## config.mk

```make
export PLATFORM = sky130hd
export DESIGN_NAME = zip_stream_decrypt_utf8_check
export DESIGN_NICKNAME = d
export VERILOG_FILES = /design/src/design/zsdu_pkg.sv /design/src/design/zip_stream_decrypt_utf8_check.sv
export SDC_FILE = /design/constraint.sdc
export NUM_CORES = 1
export LEC_CHECK = 0
export BUFFER_PORTS_ARGS = -buffer_cell sky130_fd_sc_hd__buf_2
export CORE_MARGIN = 3
export CORE_UTILIZATION = 28
export DETAILED_ROUTE_END_ITERATION = 10
export GPL_ROUTABILITY_DRIVEN = 0
export PLACE_DENSITY = 0.4
export SLEW_MARGIN = 30
export SYNTH_ARGS = -nofsm -noshare
export SYNTH_HDL_FRONTEND = slang
export SYNTH_SLANG_ARGS = --single-unit
```

## constraint.sdc

```tcl
create_clock -name i_clk -period 11.98 [get_ports i_clk]
set_input_delay 1.797 -clock i_clk [delete_from_list [all_inputs] [get_ports i_clk]]
set_output_delay 1.797 -clock i_clk [all_outputs]
set_load 0.05 [all_outputs]
```

## src/design/zsdu_pkg.sv

```systemverilog
package zsdu_pkg;

    // input item modes
    typedef enum logic [1:0] {
        MODE_RESTART  = 2'd0,
        MODE_PASSWORD = 2'd1,
        MODE_CIPHER   = 2'd2,
        MODE_UNUSED   = 2'd3
    } t_mode;

    // sequencer states
    typedef enum logic [2:0] {
        S_IDLE,
        S_LD1,
        S_LD2,
        S_X,
        S_K1,
        S_K2,
        S_K3
    } t_state;

    // state memory layout, one word per entry
    typedef enum logic [1:0] {
        ADDR_K1  = 2'd0,
        ADDR_K2  = 2'd1,
        ADDR_K3  = 2'd2,
        ADDR_CHK = 2'd3
    } t_addr;

    localparam int unsigned MEM_DEPTH = 4;
    localparam int unsigned WORD_W    = 32;

    // utf-8 checker state as stored in the checker entry
    typedef struct packed {
        logic [1:0] pending;
        logic       invalid;
    } t_chk;

    localparam int unsigned CHK_W = $bits(t_chk);

    localparam logic [31:0] CRC_POLY    = 32'hEDB8_8320;
    localparam logic [31:0] LCG_MUL     = 32'd134775813;
    localparam logic [31:0] INIT_FIRST  = 32'd305419896;
    localparam logic [31:0] INIT_SECOND = 32'd591751049;
    localparam logic [31:0] INIT_THIRD  = 32'd878082192;

    // crc-32 table entry, reflected polynomial
    function automatic logic [31:0] crc_entry(input logic [7:0] idx);
        logic [31:0] v;
        v = {24'd0, idx};
        for (int k = 0; k < 8; k++) begin
            if (v[0]) begin
                v = CRC_POLY ^ (v >> 1);
            end else begin
                v = v >> 1;
            end
        end
        return v;
    endfunction

    // value of an entry that has not been written since restart
    function automatic logic [31:0] init_value(input t_addr addr);
        logic [31:0] v;
        case (addr)
            ADDR_K1:  v = INIT_FIRST;
            ADDR_K2:  v = INIT_SECOND;
            ADDR_K3:  v = INIT_THIRD;
            default:  v = '0;
        endcase
        return v;
    endfunction

    // one plaintext byte through the utf-8 checker
    function automatic t_chk utf8_next(input t_chk cur, input logic [7:0] x);
        t_chk nxt;
        nxt = cur;
        if (cur.pending != 2'd0) begin
            if (x[7:6] != 2'b10) begin
                nxt.invalid = 1'b1;
            end
            nxt.pending = cur.pending - 2'd1;
        end else if (x[7]) begin
            if (x[7:5] == 3'b110) begin
                nxt.pending = 2'd1;
            end else if (x[7:4] == 4'b1110) begin
                nxt.pending = 2'd2;
            end else begin
                nxt.invalid = 1'b1;
                nxt.pending = 2'd0;
            end
        end
        return nxt;
    endfunction

endpackage

```

## src/design/zip_stream_decrypt_utf8_check.sv

```systemverilog
// PKZIP traditional stream decryptor with a UTF-8 plausibility check.
// Input channel (i_valid / o_ready) takes one item: i_mode and i_data_byte.
//   restart: loads the initial keys and clears the checker.
//   password byte: advances the keys, no result.
//   cipher byte: one result (o_plain_byte, o_text_ok) on the output
//   channel (o_valid / i_ready); the next item is taken only back in idle.
//   unused mode: accepted and dropped.
// The keys and the checker state sit in a 4-word state memory with two
// registered read ports and one write port; the item sequence reads the words
// it needs, then writes back the checker word (cipher bytes only), key_first,
// key_second and key_third in separate cycles, which sets the rate. The result
// is loaded into the output register at the result step, after the load steps
// S_LD1 and S_LD2. A held result waits there while the block goes on; the next
// cipher byte stalls at its result step until the receiver takes the previous one.
// Reset (synchronous, active low) clears the per-word valid bits, so every
// word reads as its initial value; a restart item does the same.
module zip_stream_decrypt_utf8_check
    import zsdu_pkg::*;
(
    input  logic       i_clk,
    input  logic       i_rst_n,
    input  logic       i_valid,
    output logic       o_ready,
    input  logic [1:0] i_mode,
    input  logic [7:0] i_data_byte,
    output logic       o_valid,
    input  logic       i_ready,
    output logic [7:0] o_plain_byte,
    output logic       o_text_ok
);

    // state memory and per-word valid bits
    logic [WORD_W-1:0] r_mem [MEM_DEPTH];
    logic [MEM_DEPTH-1:0] r_valid;

    logic [WORD_W-1:0] r_rd_a_raw;
    logic [WORD_W-1:0] r_rd_b_raw;
    logic              r_rd_a_vld;
    logic              r_rd_b_vld;
    t_addr             r_rd_a_addr;
    t_addr             r_rd_b_addr;
    logic [WORD_W-1:0] rd_a_val;
    logic [WORD_W-1:0] rd_b_val;

    t_state r_state;
    t_state n_state;

    t_addr             rd_a;
    t_addr             rd_b;
    logic              wr_en;
    t_addr             wr_addr;
    logic [WORD_W-1:0] wr_data;
    logic              out_load;
    logic              clear_valid;
    logic              in_acc;

    // datapath registers
    t_mode       r_mode;
    logic [7:0]  r_data;
    logic [31:0] r_k1;
    logic [31:0] r_k2;
    logic [31:0] r_k3;
    t_chk        r_chk;
    logic [7:0]  r_ks;
    logic [7:0]  r_x;

    logic        r_out_valid;
    logic [7:0]  r_plain;
    logic        r_ok;

    logic [15:0] ks_t;
    logic [31:0] ks_prod;
    logic [7:0]  x_cipher;
    t_chk        chk_next;
    logic [31:0] n_k1;
    logic [31:0] n_k2;
    logic [31:0] n_k3;

    assign in_acc       = i_valid && o_ready;
    assign o_ready      = (r_state == S_IDLE);
    assign o_valid      = r_out_valid;
    assign o_plain_byte = r_plain;
    assign o_text_ok    = r_ok;

    // unwritten words read as their initial values
    assign rd_a_val = r_rd_a_vld ? r_rd_a_raw : init_value(r_rd_a_addr);
    assign rd_b_val = r_rd_b_vld ? r_rd_b_raw : init_value(r_rd_b_addr);

    // key arithmetic
    assign ks_t     = r_k3[15:0] | 16'd2;
    assign ks_prod  = {16'd0, ks_t} * {16'd0, ks_t ^ 16'd1};
    assign x_cipher = r_data ^ r_ks;
    assign chk_next = utf8_next(r_chk, x_cipher);
    assign n_k1     = crc_entry(r_k1[7:0] ^ r_x) ^ {8'd0, r_k1[31:8]};
    assign n_k2     = 32'(r_k2 * LCG_MUL) + 32'd1;
    assign n_k3     = crc_entry(r_k3[7:0] ^ r_k2[31:24]) ^ {8'd0, r_k3[31:8]};

    // state register
    always_ff @(posedge i_clk) begin
        if (!i_rst_n) begin
            r_state <= S_IDLE;
        end else begin
            r_state <= n_state;
        end
    end

    // next state, memory ports and strobes
    always_comb begin
        n_state     = r_state;
        rd_a        = ADDR_K3;
        rd_b        = ADDR_K1;
        wr_en       = 1'b0;
        wr_addr     = ADDR_K1;
        wr_data     = '0;
        out_load    = 1'b0;
        clear_valid = 1'b0;
        case (r_state)
            S_IDLE: begin
                if (in_acc) begin
                    case (t_mode'(i_mode))
                        MODE_RESTART:  clear_valid = 1'b1;
                        MODE_PASSWORD: n_state = S_LD1;
                        MODE_CIPHER:   n_state = S_LD1;
                        default:       n_state = S_IDLE;
                    endcase
                end
            end
            S_LD1: begin
                rd_a    = ADDR_K2;
                rd_b    = ADDR_CHK;
                n_state = S_LD2;
            end
            S_LD2: begin
                n_state = (r_mode == MODE_CIPHER) ? S_X : S_K1;
            end
            S_X: begin
                if (!r_out_valid || i_ready) begin
                    out_load = 1'b1;
                    wr_en    = 1'b1;
                    wr_addr  = ADDR_CHK;
                    wr_data  = {{(WORD_W - CHK_W){1'b0}}, chk_next};
                    n_state  = S_K1;
                end
            end
            S_K1: begin
                wr_en   = 1'b1;
                wr_addr = ADDR_K1;
                wr_data = n_k1;
                n_state = S_K2;
            end
            S_K2: begin
                wr_en   = 1'b1;
                wr_addr = ADDR_K2;
                wr_data = n_k2;
                n_state = S_K3;
            end
            S_K3: begin
                wr_en   = 1'b1;
                wr_addr = ADDR_K3;
                wr_data = n_k3;
                n_state = S_IDLE;
            end
            default: n_state = S_IDLE;
        endcase
    end

    // memory write and registered reads
    always_ff @(posedge i_clk) begin
        if (wr_en) begin
            r_mem[wr_addr] <= wr_data;
        end
        r_rd_a_raw  <= r_mem[rd_a];
        r_rd_b_raw  <= r_mem[rd_b];
        r_rd_a_addr <= rd_a;
        r_rd_b_addr <= rd_b;
    end

    // valid bits, read alongside the data
    always_ff @(posedge i_clk) begin
        if (!i_rst_n) begin
            r_valid    <= '0;
            r_rd_a_vld <= 1'b0;
            r_rd_b_vld <= 1'b0;
        end else begin
            r_rd_a_vld <= r_valid[rd_a];
            r_rd_b_vld <= r_valid[rd_b];
            if (clear_valid) begin
                r_valid <= '0;
            end else if (wr_en) begin
                r_valid[wr_addr] <= 1'b1;
            end
        end
    end

    // item capture and working registers
    always_ff @(posedge i_clk) begin
        if (in_acc) begin
            r_mode <= t_mode'(i_mode);
            r_data <= i_data_byte;
        end
        case (r_state)
            S_LD1: begin
                r_k3 <= rd_a_val;
                r_k1 <= rd_b_val;
            end
            S_LD2: begin
                r_k2  <= rd_a_val;
                r_chk <= t_chk'(rd_b_val[CHK_W-1:0]);
                r_ks  <= ks_prod[15:8];
                r_x   <= r_data;
            end
            S_X: begin
                if (out_load) begin
                    r_x <= x_cipher;
                end
            end
            S_K1: begin
                r_k1 <= n_k1;
                r_k2 <= r_k2 + {24'd0, n_k1[7:0]};
            end
            S_K2: begin
                r_k2 <= n_k2;
            end
            default: begin
            end
        endcase
    end

    // output register
    always_ff @(posedge i_clk) begin
        if (!i_rst_n) begin
            r_out_valid <= 1'b0;
        end else if (out_load) begin
            r_out_valid <= 1'b1;
        end else if (i_ready) begin
            r_out_valid <= 1'b0;
        end
    end

    always_ff @(posedge i_clk) begin
        if (out_load) begin
            r_plain <= x_cipher;
            r_ok    <= !chk_next.invalid;
        end
    end

`ifndef SYNTHESIS
    // a result only appears from the result step
    a_out_from_x: assert property (@(posedge i_clk) disable iff (!i_rst_n)
        $rose(r_out_valid) |-> $past(r_state == S_X))
        else $error("result raised outside the result step");

    // a held result is never overwritten
    a_no_overrun: assert property (@(posedge i_clk) disable iff (!i_rst_n)
        out_load |-> (!r_out_valid || i_ready))
        else $error("result loaded over an untaken one");

    // the flag stays down once the checker saw an error
    a_sticky_flag: assert property (@(posedge i_clk) disable iff (!i_rst_n)
        (out_load && r_chk.invalid) |=> !r_ok)
        else $error("text flag rose after an error");

    // no write back while the block waits for an item
    a_idle_no_write: assert property (@(posedge i_clk) disable iff (!i_rst_n)
        (r_state == S_IDLE) |-> !wr_en)
        else $error("memory write while idle");

    // restart leaves every word at its initial value
    a_restart_clears: assert property (@(posedge i_clk) disable iff (!i_rst_n)
        (in_acc && i_mode == MODE_RESTART) |=> (r_valid == '0))
        else $error("restart did not clear the valid bits");
`endif

endmodule

```

==> impl_metrics.ini <==
[placed_design]
dp_cells = 3019
io_buffers = 24
dpl.hpwl_um = 50100

[global_route]
grt_pass1_wl_um = 99400
antenna_found_initial = 0
grt_start_max_net_pins = 58
grt_pass1_vias = 14855
grt_use_total_pct = 16.6
globalRoute.totalOverflow = 0

[power_and_ir_drop]
ir_drop_mv = 0.129
power_density_mw_per_mm2 = 182
clkPwrFrac_pct = 27.4
seqPwrFrac_pct = 31.9
pwr-share-comb_pct = 40.7
p_leak_nw = 10.2
switching_share_pct = 36.7
p_sw_w = 0.00163
p_int_w = 0.00281

[drt]
detail-route-antenna-nets = 0
post_drt_wl_per_cell_um = 21.7
drtPass1Iterations = 5
first_iter_violations = 1070
vias = 14217
route.detailed.drc = 0
highest_layer = met4
met3_length_um = 2760
viasPerCell = 4.60
drt_wl_total_um = 67100
wl_met2_um = 30700
wl_met1_um = 31800

[timing]
maxSlewViolCount = 0
hold_viol = 0
rsz0062_at_grt = no
setup_viol = 0
period_share_pct = 46.7
tightestPinTransition_ns = 1.01
fin_worst_skew_ns = 0.0406
period_minus_slack_ns = 5.59
slew_headroom_pct = 32.4
fin_tns_setup_ns = 0
fmax_mhz = 179
holdWs_ns = 0.426

[worst_hold_path]
hold_path.class = flop to flop

[clock_tree]
clk_pin_slew_worst_paths_ns = 0.06
cts.sinks = 338
cts-root-buf = clkbuf_16
cts_buffer_depth = 3
cts_buffers = 40
holdBufCountCts = 0
ctsResizeCount = 0
post_cts_buffers = 0
clkLatencyLatePin_ns = 0.59
htree_levels = 2
cts_tree = yes

[die]
die_w_um = 284
initial_core_util_pct = 28.4
dieArea_mm2 = 0.0807
fp-row-count = 101
die_y_um = 284
core_mm2 = 0.0763
ios = 25

[worst_setup_path]
crit_path_end_kind = flop
critPathMaxFanout = 6
cpMostUsedCell = inv_1
crit_arrival_ns = 5.85
slowest_stage = edfxtp_1
critical-path-max-stage-delay_ns = 0.56
crit_required_ns = 12.23
crit_type = flop to flop
path_cells = ha_1 -> inv_1 -> fa_1 -> inv_1 -> fa_1 -> inv_1 -> fa_1 -> inv_1 -> ha_1 -> a21o_1 -> a21o_1 -> a211o_1 -> o211ai_1 -> nand3b_1 -> a31oi_1 -> xor2_1 -> o221ai_1
cp-start-kind = flop

[cells_and_area]
drive_above_1_share_pct = 7.18
final_common_cell = nand2_1
insertedDiodeCount = 0
final_cell_mix = nand2_1 (359), edfxtp_1 (262), inv_1 (231)
nets = 2340
syn2layout_area_growth_pct = 12.5
stdcell_count = 3092

[status]
status = finished clean

[synthesis]
ys_ff_latch = 338
synth_edf_count = 262
synth_seq_area_share_pct = 43.4
async_reset_ff_share_pct = 0
synth_area_per_cell_um2 = 10.8
synth_cell_type_count = 68
synth_ff_type = edfxtp_1
syn-num-nets = 2309
synth_cells = 2000
ys_warn_count = 0
synthesis.area_mm2 = 0.0217

[run]
maxCapViolations = 0
-- cell type report --
cell class                 instances  area, µm²
tap                             1030       1290
inverter                         236        888
timing repair buffer              49        308
clock inverter                    14        184
multi-input combinational       1366      11200
clock buffer                      59       1130
sequential                       338       9390
fill                            7810      52000
-- state kept, by name (all words and copies together), names as in the netlist, 2 cells and up --
signal	cells
o_plain_byte	8
r_chk	3
r_data	8
r_k1	32
r_k2	32
r_k3	32
r_ks	8
r_mem	128
r_mode	2
r_rd_a_raw	32
r_rd_b_raw	32
r_state	3
r_valid	4
r_x	8
-- per-stage QoR --
stage | cell area, µm² | power [W] | setup WS, ns | utilization, %
after floorplan | 21700 | 0.00273 | 6.69 | -
after global placement | 23000 | 0.00324 | 6.45 | 30.2
after detailed placement | 23100 | 0.00326 | 6.34 | 30.2
after CTS | 24400 | 0.00450 | 6.36 | 31.9
after global routing | 24400 | 0.00476 | 6.06 | 31.9
final | 24400 | 0.00443 | 6.39 | 31.9
-- final timing paths --
path / start / endpoint / slack (ns) / depth (start not counted)
worst max-delay path: r_k2[5]$_DFFE_PP_ / r_mem[0][28]$_DFFE_PP_ / 6.39 / 17
worst min-delay path: r_mem[3][21]$_DFFE_PP_ / r_rd_b_raw[21]$_DFF_P_ / 0.43 / 2
worst max register to register: r_k2[5]$_DFFE_PP_ / r_mem[0][28]$_DFFE_PP_ / 6.39 / 17
worst min register to register: r_mem[3][21]$_DFFE_PP_ / r_rd_b_raw[21]$_DFF_P_ / 0.43 / 2
-- cells by family after synthesis --
| logic type | Yosys count | synth area share [%] |
|---|---|---|
| AND/OR/NAND/NOR | 575 | 11.6 |
| flip-flops | 338 | 43.4 |
| buffers and inverters | 296 | 5.17 |
| adder cells (fa/ha/maj) | 295 | 21.2 |
| AO/OA/AOI/OAI | 249 | 7.64 |
| XOR/XNOR | 241 | 10.8 |
| multiplexers | 5 | 0.243 |
| other | 1 | 0.0173 |
-- synthesized netlist by cell type (all sizes together), types with 3 or more instances --
| master | count | area (µm²) |
|---|---|---|
| a21boi | 4 | 30.0 |
| xnor2 | 170 | 1600 |
| o22ai | 5 | 31.3 |
| nand4 | 12 | 75.1 |
| a22oi | 4 | 30.0 |
| mux2i | 3 | 30.0 |
| or2 | 3 | 18.8 |
| o211ai | 23 | 173 |
| o31ai | 3 | 22.5 |
| fa | 119 | 2380 |
| dfxtp | 76 | 1520 |
| inv | 234 | 878 |
| a21oi | 60 | 300 |
| o221ai | 5 | 43.8 |
| nor2b | 16 | 100 |
| buf | 8 | 37.5 |
| clkbuf | 52 | 195 |
| edfxtp | 262 | 7870 |
| nand2b | 14 | 87.6 |
| xor2 | 71 | 746 |
| o21a | 18 | 135 |
| ha | 176 | 2200 |
| a2bb2oi | 4 | 35.0 |
| o21bai | 3 | 22.5 |
| nor3 | 15 | 75.1 |
| nor4 | 4 | 25.0 |
| nand2 | 361 | 1360 |
| a211oi | 10 | 75.1 |
| nand4b | 3 | 26.3 |
| a211o | 7 | 61.3 |
| nand3 | 22 | 110 |
| a221o | 4 | 40.0 |
| and2 | 34 | 213 |
| o21ai | 42 | 210 |
| a21o | 30 | 225 |
| and3 | 14 | 87.6 |
| nor2 | 67 | 254 |
| a31oi | 15 | 93.8 |
-- power groups by stage --
| stage | clock network, W | logic (W) | registers, W |
|---|---|---|---|
| final | 0.00121 | 0.00180 | 0.00141 |
| after global routing | 0.00129 | 0.00205 | 0.00142 |
| after CTS | 0.00125 | 0.00184 | 0.00142 |
| after detailed placement | 0 | 0.00182 | 0.00144 |
| after global placement | 0 | 0.00180 | 0.00144 |
| after floorplan | 0 | 0.00132 | 0.00141 |
-- layer usage --
layer  vias up  GRT usage, %
li1       6756             -
met1      7067          23.3
met2       291          26.9
met3       103          2.24
met4         0          4.64
met5         -             0
-- worst max-delay path, delay by kind of cell, from the launching register on --
family,cells,cell delay (ns)
buffers and inverters,4,0.21
DFF,1,0.56
and+or+nand+nor,1,0.20
adders and majority gates,5,2.27
AOI/OAI and AO/OA,6,1.64
xor gates and xnor gates,1,0.41
Note: power is estimated with default switching activity, not from simulation.
